File: src/rtl/core/dts_pkg.sv
`timescale 1ns / 1ps
// ----------------------------------------------------------------------------
// dts_pkg
// Shared widths, depths and types of the dependency ordering block.
// ----------------------------------------------------------------------------
package dts_pkg;

	localparam int NODE_W  = 5;              // node index
	localparam int ROWS    = 32;             // row store depth
	localparam int MASK_W  = 32;             // dependency row width
	localparam int COUNT_W = 6;              // counts that reach ROWS
	localparam int STACK_W = COUNT_W + NODE_W;

	// One saved path entry: node and the column to resume at.
	typedef struct packed {
		logic [COUNT_W-1:0] col;
		logic [NODE_W-1:0]  node;
	} stack_entry_t;

	// Decision for the node on top of the path in one step.
	typedef struct packed {
		logic              place;   // node is finished, place it and pop
		logic              push;    // descend into col
		logic              cycle;   // dependency found on the current path
		logic [NODE_W-1:0] col;     // selected dependency
	} scan_t;

endpackage

File: src/rtl/core/dts_ram.sv
`timescale 1ns / 1ps
// ----------------------------------------------------------------------------
// dts_ram
// Generic single-write, single-read RAM with a registered read port.
// ----------------------------------------------------------------------------
module dts_ram #(
	parameter int WIDTH = 8,
	parameter int DEPTH = 32
) (
	input  logic                     clk,
	input  logic                     we,
	input  logic [$clog2(DEPTH)-1:0] waddr,
	input  logic [WIDTH-1:0]         wdata,
	input  logic [$clog2(DEPTH)-1:0] raddr,
	output logic [WIDTH-1:0]         rdata
);

	logic [WIDTH-1:0] mem [DEPTH];

	always_ff @(posedge clk) begin
		if (we) begin
			mem[waddr] <= wdata;
		end
		rdata <= mem[raddr];
	end

endmodule

File: src/rtl/core/dts_scan.sv
`timescale 1ns / 1ps
// ----------------------------------------------------------------------------
// dts_scan
// Picks the next unplaced dependency of the top path node at or above the
// resume column and decides between descending and placing the node.
// ----------------------------------------------------------------------------
module dts_scan (
	input  logic [dts_pkg::MASK_W-1:0]  deps,
	input  logic [dts_pkg::MASK_W-1:0]  placed,
	input  logic [dts_pkg::MASK_W-1:0]  on_path,
	input  logic [dts_pkg::COUNT_W-1:0] col,
	input  logic                        unwind,
	output dts_pkg::scan_t              scan
);
	import dts_pkg::*;

	logic [MASK_W-1:0] cand;
	logic              found;
	logic [NODE_W-1:0] pick;
	logic              hit;

	always_comb begin
		for (int j = 0; j < MASK_W; j++) begin
			cand[j] = deps[j] & ~placed[j] & (COUNT_W'(j) >= col);
		end
	end

	// lowest set candidate wins
	always_comb begin
		pick = '0;
		for (int j = MASK_W - 1; j >= 0; j--) begin
			if (cand[j]) begin
				pick = NODE_W'(j);
			end
		end
	end

	assign found = |cand;
	assign hit   = on_path[pick];

	always_comb begin
		scan.cycle = !unwind && found && hit;
		scan.place = unwind || !found || hit;
		scan.push  = !scan.place;
		scan.col   = pick;
	end

endmodule

File: src/rtl/core/dependency_topological_sort_unit.sv
`timescale 1ns / 1ps
// ----------------------------------------------------------------------------
// dependency_topological_sort_unit
// Depth-first topological ordering of up to 32 dependency rows.
// ----------------------------------------------------------------------------
// Each input item is one node's dependency row; rows are stored in a RAM as
// they are accepted. Extra rows beyond the capacity are dropped and flagged.
// The item with tlast starts the walk, which runs with the input closed: each
// step on the top path node picks its next dependency (lowest unplaced
// column); a descent is followed by a row RAM read, and a return to the parent
// by a path stack RAM read, then a row RAM read. The order is then sent out of
// the order RAM one item at a time, each read, registered and held until taken
// before the next is read; cycle and overflow flags ride on the last item.
// After the last result is taken the block is empty and accepts a new batch.
// ----------------------------------------------------------------------------
module dependency_topological_sort_unit #(
	parameter int MAX_NODES = 32
) (
	input  logic        clk,
	input  logic        arst_n,
	input  logic        s_tvalid,
	output logic        s_tready,
	input  logic [31:0] s_tdata,   // [31:0] dep_mask
	input  logic        s_tlast,   // last_row
	output logic        m_tvalid,
	input  logic        m_tready,
	output logic [7:0]  m_tdata,   // [4:0] node_index, [7:5] zero
	output logic        m_tlast,   // last_out
	output logic [1:0]  m_tuser    // [0] cycle_found, [1] overflow
);
	import dts_pkg::*;

	localparam int CAPACITY = (MAX_NODES < ROWS) ? MAX_NODES : ROWS;

	typedef enum logic [2:0] {
		ST_LOAD,
		ST_ROOT,
		ST_FETCH,
		ST_SCAN,
		ST_POP,
		ST_EMIT_RD,
		ST_EMIT_LD,
		ST_EMIT
	} state_t;

	state_t             state_q;
	logic [COUNT_W-1:0] rows_q;
	logic [COUNT_W-1:0] root_q;
	logic [COUNT_W-1:0] sp_q;
	logic [COUNT_W-1:0] cnt_q;
	logic [COUNT_W-1:0] emit_q;
	logic [MASK_W-1:0]  placed_q;
	logic [MASK_W-1:0]  on_path_q;
	logic [MASK_W-1:0]  deps_q;
	logic [NODE_W-1:0]  node_q;
	logic [COUNT_W-1:0] col_q;
	logic               unwind_q;
	logic               cycle_q;
	logic               ovf_q;

	logic [MASK_W-1:0]  valid_cols;
	scan_t              scan;
	stack_entry_t       push_entry;
	stack_entry_t       pop_entry;
	logic [STACK_W-1:0] stack_rdata;
	logic [MASK_W-1:0]  adj_rdata;
	logic [NODE_W-1:0]  adj_raddr;
	logic [NODE_W-1:0]  order_rdata;
	logic               in_acc;
	logic               adj_we;
	logic               push_we;
	logic               place_we;
	logic               fin;

	assign in_acc   = s_tvalid && s_tready;
	assign adj_we   = in_acc && (rows_q < COUNT_W'(CAPACITY));
	assign push_we  = (state_q == ST_SCAN) && scan.push;
	assign place_we = (state_q == ST_SCAN) && scan.place;
	assign s_tready = (state_q == ST_LOAD);
	assign fin      = (emit_q + COUNT_W'(1)) == cnt_q;

	always_comb begin
		for (int j = 0; j < MASK_W; j++) begin
			valid_cols[j] = COUNT_W'(j) < rows_q;
		end
	end

	assign pop_entry       = stack_entry_t'(stack_rdata);
	assign push_entry.node = node_q;
	assign push_entry.col  = COUNT_W'(scan.col) + COUNT_W'(1);

	always_comb begin
		unique case (state_q)
			ST_ROOT: adj_raddr = root_q[NODE_W-1:0];
			ST_POP:  adj_raddr = pop_entry.node;
			default: adj_raddr = scan.col;
		endcase
	end

	dts_ram #(.WIDTH(MASK_W), .DEPTH(ROWS)) u_adj (
		.clk   (clk),
		.we    (adj_we),
		.waddr (rows_q[NODE_W-1:0]),
		.wdata (s_tdata),
		.raddr (adj_raddr),
		.rdata (adj_rdata)
	);

	// Push writes at sp-1 and pop reads at sp-2 in different steps; the pop
	// data is consumed one state later, so no forwarding is needed.
	dts_ram #(.WIDTH(STACK_W), .DEPTH(ROWS)) u_stack (
		.clk   (clk),
		.we    (push_we),
		.waddr (NODE_W'(sp_q - COUNT_W'(1))),
		.wdata (push_entry),
		.raddr (NODE_W'(sp_q - COUNT_W'(2))),
		.rdata (stack_rdata)
	);

	dts_ram #(.WIDTH(NODE_W), .DEPTH(ROWS)) u_order (
		.clk   (clk),
		.we    (place_we),
		.waddr (cnt_q[NODE_W-1:0]),
		.wdata (node_q),
		.raddr (emit_q[NODE_W-1:0]),
		.rdata (order_rdata)
	);

	dts_scan u_scan (
		.deps    (deps_q),
		.placed  (placed_q),
		.on_path (on_path_q),
		.col     (col_q),
		.unwind  (unwind_q),
		.scan    (scan)
	);

	always_ff @(posedge clk or negedge arst_n) begin
		if (!arst_n) begin
			state_q   <= ST_LOAD;
			rows_q    <= '0;
			root_q    <= '0;
			sp_q      <= '0;
			cnt_q     <= '0;
			emit_q    <= '0;
			placed_q  <= '0;
			on_path_q <= '0;
			deps_q    <= '0;
			node_q    <= '0;
			col_q     <= '0;
			unwind_q  <= 1'b0;
			cycle_q   <= 1'b0;
			ovf_q     <= 1'b0;
			m_tvalid  <= 1'b0;
			m_tdata   <= '0;
			m_tlast   <= 1'b0;
			m_tuser   <= '0;
		end else begin
			unique case (state_q)
				ST_LOAD: begin
					if (in_acc) begin
						if (adj_we) begin
							rows_q <= rows_q + COUNT_W'(1);
						end else begin
							ovf_q <= 1'b1;
						end
						if (s_tlast) begin
							root_q  <= '0;
							state_q <= ST_ROOT;
						end
					end
				end
				ST_ROOT: begin
					if (root_q >= rows_q) begin
						emit_q  <= '0;
						state_q <= ST_EMIT_RD;
					end else if (placed_q[root_q[NODE_W-1:0]]) begin
						root_q <= root_q + COUNT_W'(1);
					end else begin
						node_q    <= root_q[NODE_W-1:0];
						col_q     <= '0;
						sp_q      <= COUNT_W'(1);
						unwind_q  <= 1'b0;
						on_path_q <= on_path_q | (MASK_W'(1) << root_q[NODE_W-1:0]);
						state_q   <= ST_FETCH;
					end
				end
				ST_FETCH: begin
					deps_q  <= adj_rdata & valid_cols & ~(MASK_W'(1) << node_q);
					state_q <= ST_SCAN;
				end
				ST_SCAN: begin
					if (scan.cycle) begin
						cycle_q  <= 1'b1;
						unwind_q <= 1'b1;
					end
					if (scan.push) begin
						node_q    <= scan.col;
						col_q     <= '0;
						sp_q      <= sp_q + COUNT_W'(1);
						on_path_q <= on_path_q | (MASK_W'(1) << scan.col);
						state_q   <= ST_FETCH;
					end else begin
						cnt_q     <= cnt_q + COUNT_W'(1);
						placed_q  <= placed_q | (MASK_W'(1) << node_q);
						on_path_q <= on_path_q & ~(MASK_W'(1) << node_q);
						sp_q      <= sp_q - COUNT_W'(1);
						if (sp_q == COUNT_W'(1)) begin
							root_q  <= root_q + COUNT_W'(1);
							state_q <= ST_ROOT;
						end else begin
							state_q <= ST_POP;
						end
					end
				end
				ST_POP: begin
					node_q  <= pop_entry.node;
					col_q   <= pop_entry.col;
					state_q <= ST_FETCH;
				end
				ST_EMIT_RD: begin
					state_q <= ST_EMIT_LD;
				end
				ST_EMIT_LD: begin
					m_tvalid <= 1'b1;
					m_tdata  <= {3'b000, order_rdata};
					m_tlast  <= fin;
					m_tuser  <= fin ? {ovf_q, cycle_q} : 2'b00;
					state_q  <= ST_EMIT;
				end
				ST_EMIT: begin
					if (m_tready) begin
						m_tvalid <= 1'b0;
						if (fin) begin
							rows_q    <= '0;
							cnt_q     <= '0;
							emit_q    <= '0;
							placed_q  <= '0;
							on_path_q <= '0;
							cycle_q   <= 1'b0;
							ovf_q     <= 1'b0;
							state_q   <= ST_LOAD;
						end else begin
							emit_q  <= emit_q + COUNT_W'(1);
							state_q <= ST_EMIT_RD;
						end
					end
				end
				default: state_q <= ST_LOAD;
			endcase
		end
	end

	// input is closed whenever a result is on offer
	a_no_overlap: assert property (@(posedge clk) disable iff (!arst_n)
		!(s_tready && m_tvalid))
		else $error("input open while a result is pending");

	// flags only travel on the final item of the order
	a_flags_on_last: assert property (@(posedge clk) disable iff (!arst_n)
		(m_tvalid && !m_tlast) |-> (m_tuser == 2'b00))
		else $error("flags set on a non-final item");

	// every placed node comes from a loaded row
	a_count_bound: assert property (@(posedge clk) disable iff (!arst_n)
		(cnt_q <= rows_q) && (rows_q <= COUNT_W'(CAPACITY)))
		else $error("placed count beyond loaded rows");

	// a node being placed is on the path and not yet placed
	a_place_state: assert property (@(posedge clk) disable iff (!arst_n)
		place_we |-> (on_path_q[node_q] && !placed_q[node_q]))
		else $error("placing a node off the path or twice");

endmodule

File: config.mk
export PLATFORM = sky130hd
export DESIGN_NAME = dependency_topological_sort_unit
export DESIGN_NICKNAME = d
export VERILOG_FILES = /design/src/rtl/core/dts_pkg.sv /design/src/rtl/core/dts_ram.sv /design/src/rtl/core/dts_scan.sv /design/src/rtl/core/dependency_topological_sort_unit.sv
export SDC_FILE = /design/constraint.sdc
export NUM_CORES = 2
export LEC_CHECK = 0
export BUFFER_PORTS_ARGS = -buffer_cell sky130_fd_sc_hd__buf_4
export CORE_ASPECT_RATIO = 0.9
export CORE_MARGIN = 2
export CORE_UTILIZATION = 55
export CTS_CLUSTER_SIZE = 10
export DETAILED_ROUTE_END_ITERATION = 10
export PLACE_DENSITY = 0.71
export REMOVE_ABC_BUFFERS = 1
export SLEW_MARGIN = 25
export SYNTH_ARGS = -nofsm -noshare
export SYNTH_HDL_FRONTEND = slang
export SYNTH_SLANG_ARGS = --single-unit
File: constraint.sdc
create_clock -name clk -period 5.25 [get_ports clk]
set_input_delay 1.3125 -clock clk [delete_from_list [all_inputs] [get_ports clk]]
set_output_delay 1.3125 -clock clk [all_outputs]
set_load 0.05 [all_outputs]
==> metrics.txt <==
# TYPE chip_impl_metric gauge
chip_impl_metric{name="num_io_pins",unit=""} 50
chip_impl_metric{name="wire_length_of_the_first_global_routing_pass",unit="mm"} 291.2
chip_impl_metric{name="htree_num_levels",unit=""} 4
chip_impl_info{name="cts_tree",value="yes"} 1
chip_impl_metric{name="die_w",unit="um"} 385.1
chip_impl_metric{name="worst_hold_slack",unit="ns"} 0.4534
chip_impl_metric{name="data_arrival_time_of_the_worst_path",unit="ns"} 5.46
chip_impl_info{name="crit_path_start_kind",value="flop"} 1
chip_impl_metric{name="synth_edf_count",unit=""} 1536
chip_impl_metric{name="fin_ws",unit="ns"} 0.2942
chip_impl_info{name="worstPathCellList",value="buf_4 > nor4b_2 > a21boi_4 > o21ai_1 > or4_4 > o21ai_4 > mux2i_1 > mux2i_1 > a2111oi_2 > nor3_2 > a211oi_4 > nand2b_1 > buf_4 > nor3_1 > buf_4"} 1
chip_impl_info{name="critical-path-slowest-cell",value="sky130_fd_sc_hd__dfrtp_2"} 1
chip_impl_metric{name="post_syn_area_per_cell",unit="um^2"} 14.12
chip_impl_metric{name="slew_of_the_pin_with_the_lowest_slew_margin",unit="ns"} 1.110
chip_impl_metric{name="detailedRoute.firstIterationViolations",unit=""} 6177
chip_impl_metric{name="avgRoutedWirePerCell",unit="um"} 28.01
chip_impl_metric{name="synth_top_area_share",unit="%"} 64.17
chip_impl_metric{name="timing.max_cap.violations",unit=""} 0
chip_impl_metric{name="synth.yosys.warnings",unit=""} 0
chip_impl_metric{name="clock_skew",unit="ns"} 0.02445
chip_impl_metric{name="areaGrowthSynthToFinish",unit="%"} 13.02
chip_impl_metric{name="synth.lib_cells_used.distinct",unit=""} 102
chip_impl_metric{name="layout.nets",unit=""} 5270
chip_impl_metric{name="cts_inserted_buffers",unit=""} 193
chip_impl_info{name="critPathKind",value="reg -> reg"} 1
chip_impl_metric{name="globalplace.congestion",unit=""} 0.9542
chip_impl_metric{name="timing.critical_path.required",unit="ns"} 5.75
chip_impl_info{name="critical_path.endpoint_type",value="flop"} 1
chip_impl_metric{name="yosysSeqAreaShare",unit="%"} 70.80
chip_impl_metric{name="detail_route.drc_violations",unit=""} 0
chip_impl_metric{name="max_slew_margin",unit="%"} 25.74
chip_impl_metric{name="initial_core_utilization",unit="%"} 55.57
chip_impl_metric{name="firstDrtPassIters",unit=""} 6
chip_impl_metric{name="core_region_area",unit="um^2"} 129300
chip_impl_metric{name="crit_path_max_incr_delay",unit="ns"} 0.62
chip_impl_info{name="setup_repair_after_global_routing_missed_its_margin",value="false"} 1
chip_impl_metric{name="die_area",unit="um^2"} 133600
chip_impl_metric{name="io_buffers",unit=""} 46
chip_impl_metric{name="layout-drive-gt1-share",unit="%"} 14.09
chip_impl_info{name="critical-path-top-cell-by-count",value="sky130_fd_sc_hd__buf_4"} 1
chip_impl_metric{name="synth-seq-cells",unit=""} 1736
chip_impl_info{name="result_of_the_run",value="finished clean"} 1
chip_impl_metric{name="insertion_delay",unit="ns"} 0.82
chip_impl_metric{name="asyncSetResetFlopFracSynth",unit="%"} 8.756
chip_impl_metric{name="finalCriticalPeriod",unit="ns"} 4.956
chip_impl_metric{name="grt_pass1_vias",unit=""} 43950
chip_impl_metric{name="wirelength",unit="mm"} 197.9
chip_impl_metric{name="max_freq",unit="MHz"} 201.8
chip_impl_metric{name="syn_inst",unit=""} 5092
chip_impl_info{name="clock_tree.root_cell",value="sky130_fd_sc_hd__clkbuf_16"} 1
chip_impl_metric{name="min_period_over_period",unit="%"} 94.40
chip_impl_metric{name="hold_viol_final",unit=""} 0
chip_impl_metric{name="mappedNetlistArea",unit="um^2"} 71880
chip_impl_metric{name="antenna_violating_nets_post_route",unit=""} 0
chip_impl_metric{name="dpl.hpwl",unit="mm"} 114.8
chip_impl_metric{name="grt_max_degree",unit=""} 98
chip_impl_metric{name="fin_cells",unit=""} 7067
chip_impl_info{name="synth_common_cells",value="1536 x sky130_fd_sc_hd__edfxtp_1, 1075 x sky130_fd_sc_hd__nand2_1, 360 x sky130_fd_sc_hd__nand3_1"} 1
chip_impl_metric{name="drv_slew",unit=""} 0
chip_impl_metric{name="setup_viol_count_final",unit=""} 0
chip_impl_metric{name="grt_overflow",unit=""} 0
chip_impl_info{name="synth_top_cell_by_area",value="sky130_fd_sc_hd__edfxtp_1"} 1
chip_impl_metric{name="place_ws",unit="ns"} 0.06059
chip_impl_info{name="synth_top_flop_cell",value="sky130_fd_sc_hd__edfxtp_1"} 1
chip_impl_metric{name="highest_fanout_seen_on_the_critical_path",unit=""} 19
chip_impl_metric{name="routed_via_density",unit=""} 6.553
chip_impl_metric{name="grt_util_all_layers",unit="%"} 29.46
chip_impl_info{name="hp-class",value="reg -> reg"} 1
chip_impl_info{name="synth.most_common_cell",value="sky130_fd_sc_hd__edfxtp_1"} 1
chip_impl_metric{name="holdBufCountCts",unit=""} 0
chip_impl_metric{name="row_count",unit=""} 125
chip_impl_info{name="ys_top_cells_by_area",value="sky130_fd_sc_hd__edfxtp_1 64%, sky130_fd_sc_hd__nand2_1 5.6%, sky130_fd_sc_hd__dfrtp_1 5.3%, sky130_fd_sc_hd__mux4_2 4.4%, sky130_fd_sc_hd__nand3_1 2.5%"} 1
chip_impl_metric{name="fillerInstances",unit=""} 9237
chip_impl_metric{name="clk_transition_reported_paths",unit="ns"} 0.06
chip_impl_metric{name="antenna_violations_before_repair",unit=""} 8
chip_impl_metric{name="cts.sink_count",unit=""} 1736
chip_impl_metric{name="totalNegativeSetupSlack",unit="ns"} 0
chip_impl_metric{name="cts-root-to-sink-buffers",unit=""} 3
chip_impl_metric{name="placed_cells_incl_taps",unit=""} 6713
chip_impl_metric{name="die_y",unit="um"} 347.0
chip_impl_metric{name="via_count_of_the_routed_design",unit=""} 46310
==> flip-flops by register name, indices dropped and copies added, names as in the netlist, 5 cells and up <==
register and flops:
sp_q 6, root_q 6, deps_q 32, u_stack.rdata 11, node_q 5, u_adj.mem 1024
on_path_q 32, u_order.mem 160, emit_q 6, rows_q 6, u_order.rdata 5, col_q 6
u_stack.mem 352, cnt_q 6, u_adj.rdata 32, m_tdata 5, placed_q 32
==> through the flow <==
| step | cell area, um^2 | utilization, % |
|---|---|---|
| final | 81240 | 62.81 |
| after global routing | 81240 | 62.81 |
| after CTS | 81190 | 62.77 |
| after detailed placement | 75510 | 58.38 |
| after global placement | 75510 | 58.38 |
| after floorplan | 70430 | - |
==> cell usage in the layout, fill, tap and decap left out, drive strengths merged, types with 48 or more instances in the layout <==
cell type	netlist	final
dfxtp	48	48
o31ai	63	63
mux4	141	141
mux2i	81	81
and3	138	138
clkbuf	260	336
nand3	360	360
o21ai	110	110
a311oi	158	158
nand2	1077	1077
nor2	149	149
a21oi	57	57
buf	92	260
dfrtp	152	152
edfxtp	1536	1536
==> worst max-delay path, delay by kind of cell (launching register included) <==
family / cells / cell delay (ns)
multiplexers: 2 / 0.36
AND/OR/NAND/NOR: 5 / 1.13
AO/OA/AOI/OAI: 5 / 1.76
buffers and inverters: 3 / 0.75
flip-flops: 1 / 0.62
==> final cells by class <==
class,instances,area [um^2],share of cell area [%]
antenna,1,2.502,0.003080
clock buffer,336,5483,6.749
clock inverter,14,186.4,0.2295
inverter,38,145.1,0.1787
multi-input combinational,2968,19840,24.42
sequential,1736,50920,62.68
tap,1714,2145,2.640
timing repair buffer,260,2519,3.100
==> repair_timing <==
| item | 4_1_cts | 5_1_grt |
|---|---|---|
| endpoints found under the hold margin | 0 | 0 |
| pin swaps | 0 | 1 |
| setup endpoints to repair | 10 | 516 |
| buffers inserted | 0 | 3 |
| gates resized for setup | 1 | 12 |
==> cells by family (layout without fill, tap and decap cells) <==
logic type | after synthesis | in the layout | share of synthesized area (%)
AND/OR/NAND/NOR | 1906 | 1906 | 11.83
XOR/XNOR | 19 | 19 | 0.2315
buffers and inverters | 390 | 648 | 2.223
other | 1 | 4 | 0.005217
flip-flops | 1736 | 1736 | 70.80
adder cells (fa/ha/maj) | 36 | 36 | 0.6266
AO/OA/AOI/OAI | 754 | 754 | 8.284
multiplexers | 250 | 250 | 6.005
==> worst paths after layout <==
path                       slack (ns)  cells after the start                   start                            to
max in group asynchronous        3.74                      2                  arst_n         emit_q[0]$_DFFE_PN0P_
setup / recovery                 0.29                     15    col_q[4]$_DFFE_PN0P_  u_stack.mem[29][7]$_DFFE_PP_
setup reg to reg                 0.29                     15    col_q[4]$_DFFE_PN0P_  u_stack.mem[29][7]$_DFFE_PP_
hold reg to reg                  0.45                      2  u_adj.rdata[6]$_DFF_P_         deps_q[6]$_DFFE_PN0P_
min in group asynchronous        0.53                      1                  arst_n        m_tdata[3]$_DFFE_PN0P_
hold / removal                   0.45                      2  u_adj.rdata[6]$_DFF_P_         deps_q[6]$_DFFE_PN0P_
==> routing by layer <==
layer | track usage, % | vias to the layer above | wire (um)
met2 | 43.81 | 2888 | 89870
li1 | - | 19770 | -
met3 | 6.050 | 485 | 21290
met1 | 43.05 | 23150 | 79230
met4 | 11.31 | 10 | 7499
met5 | 0 | - | 54
Power is left out: the tool's default activity adds up to more than one toggle a clock period on the data nets, which glitch-free logic cannot reach.
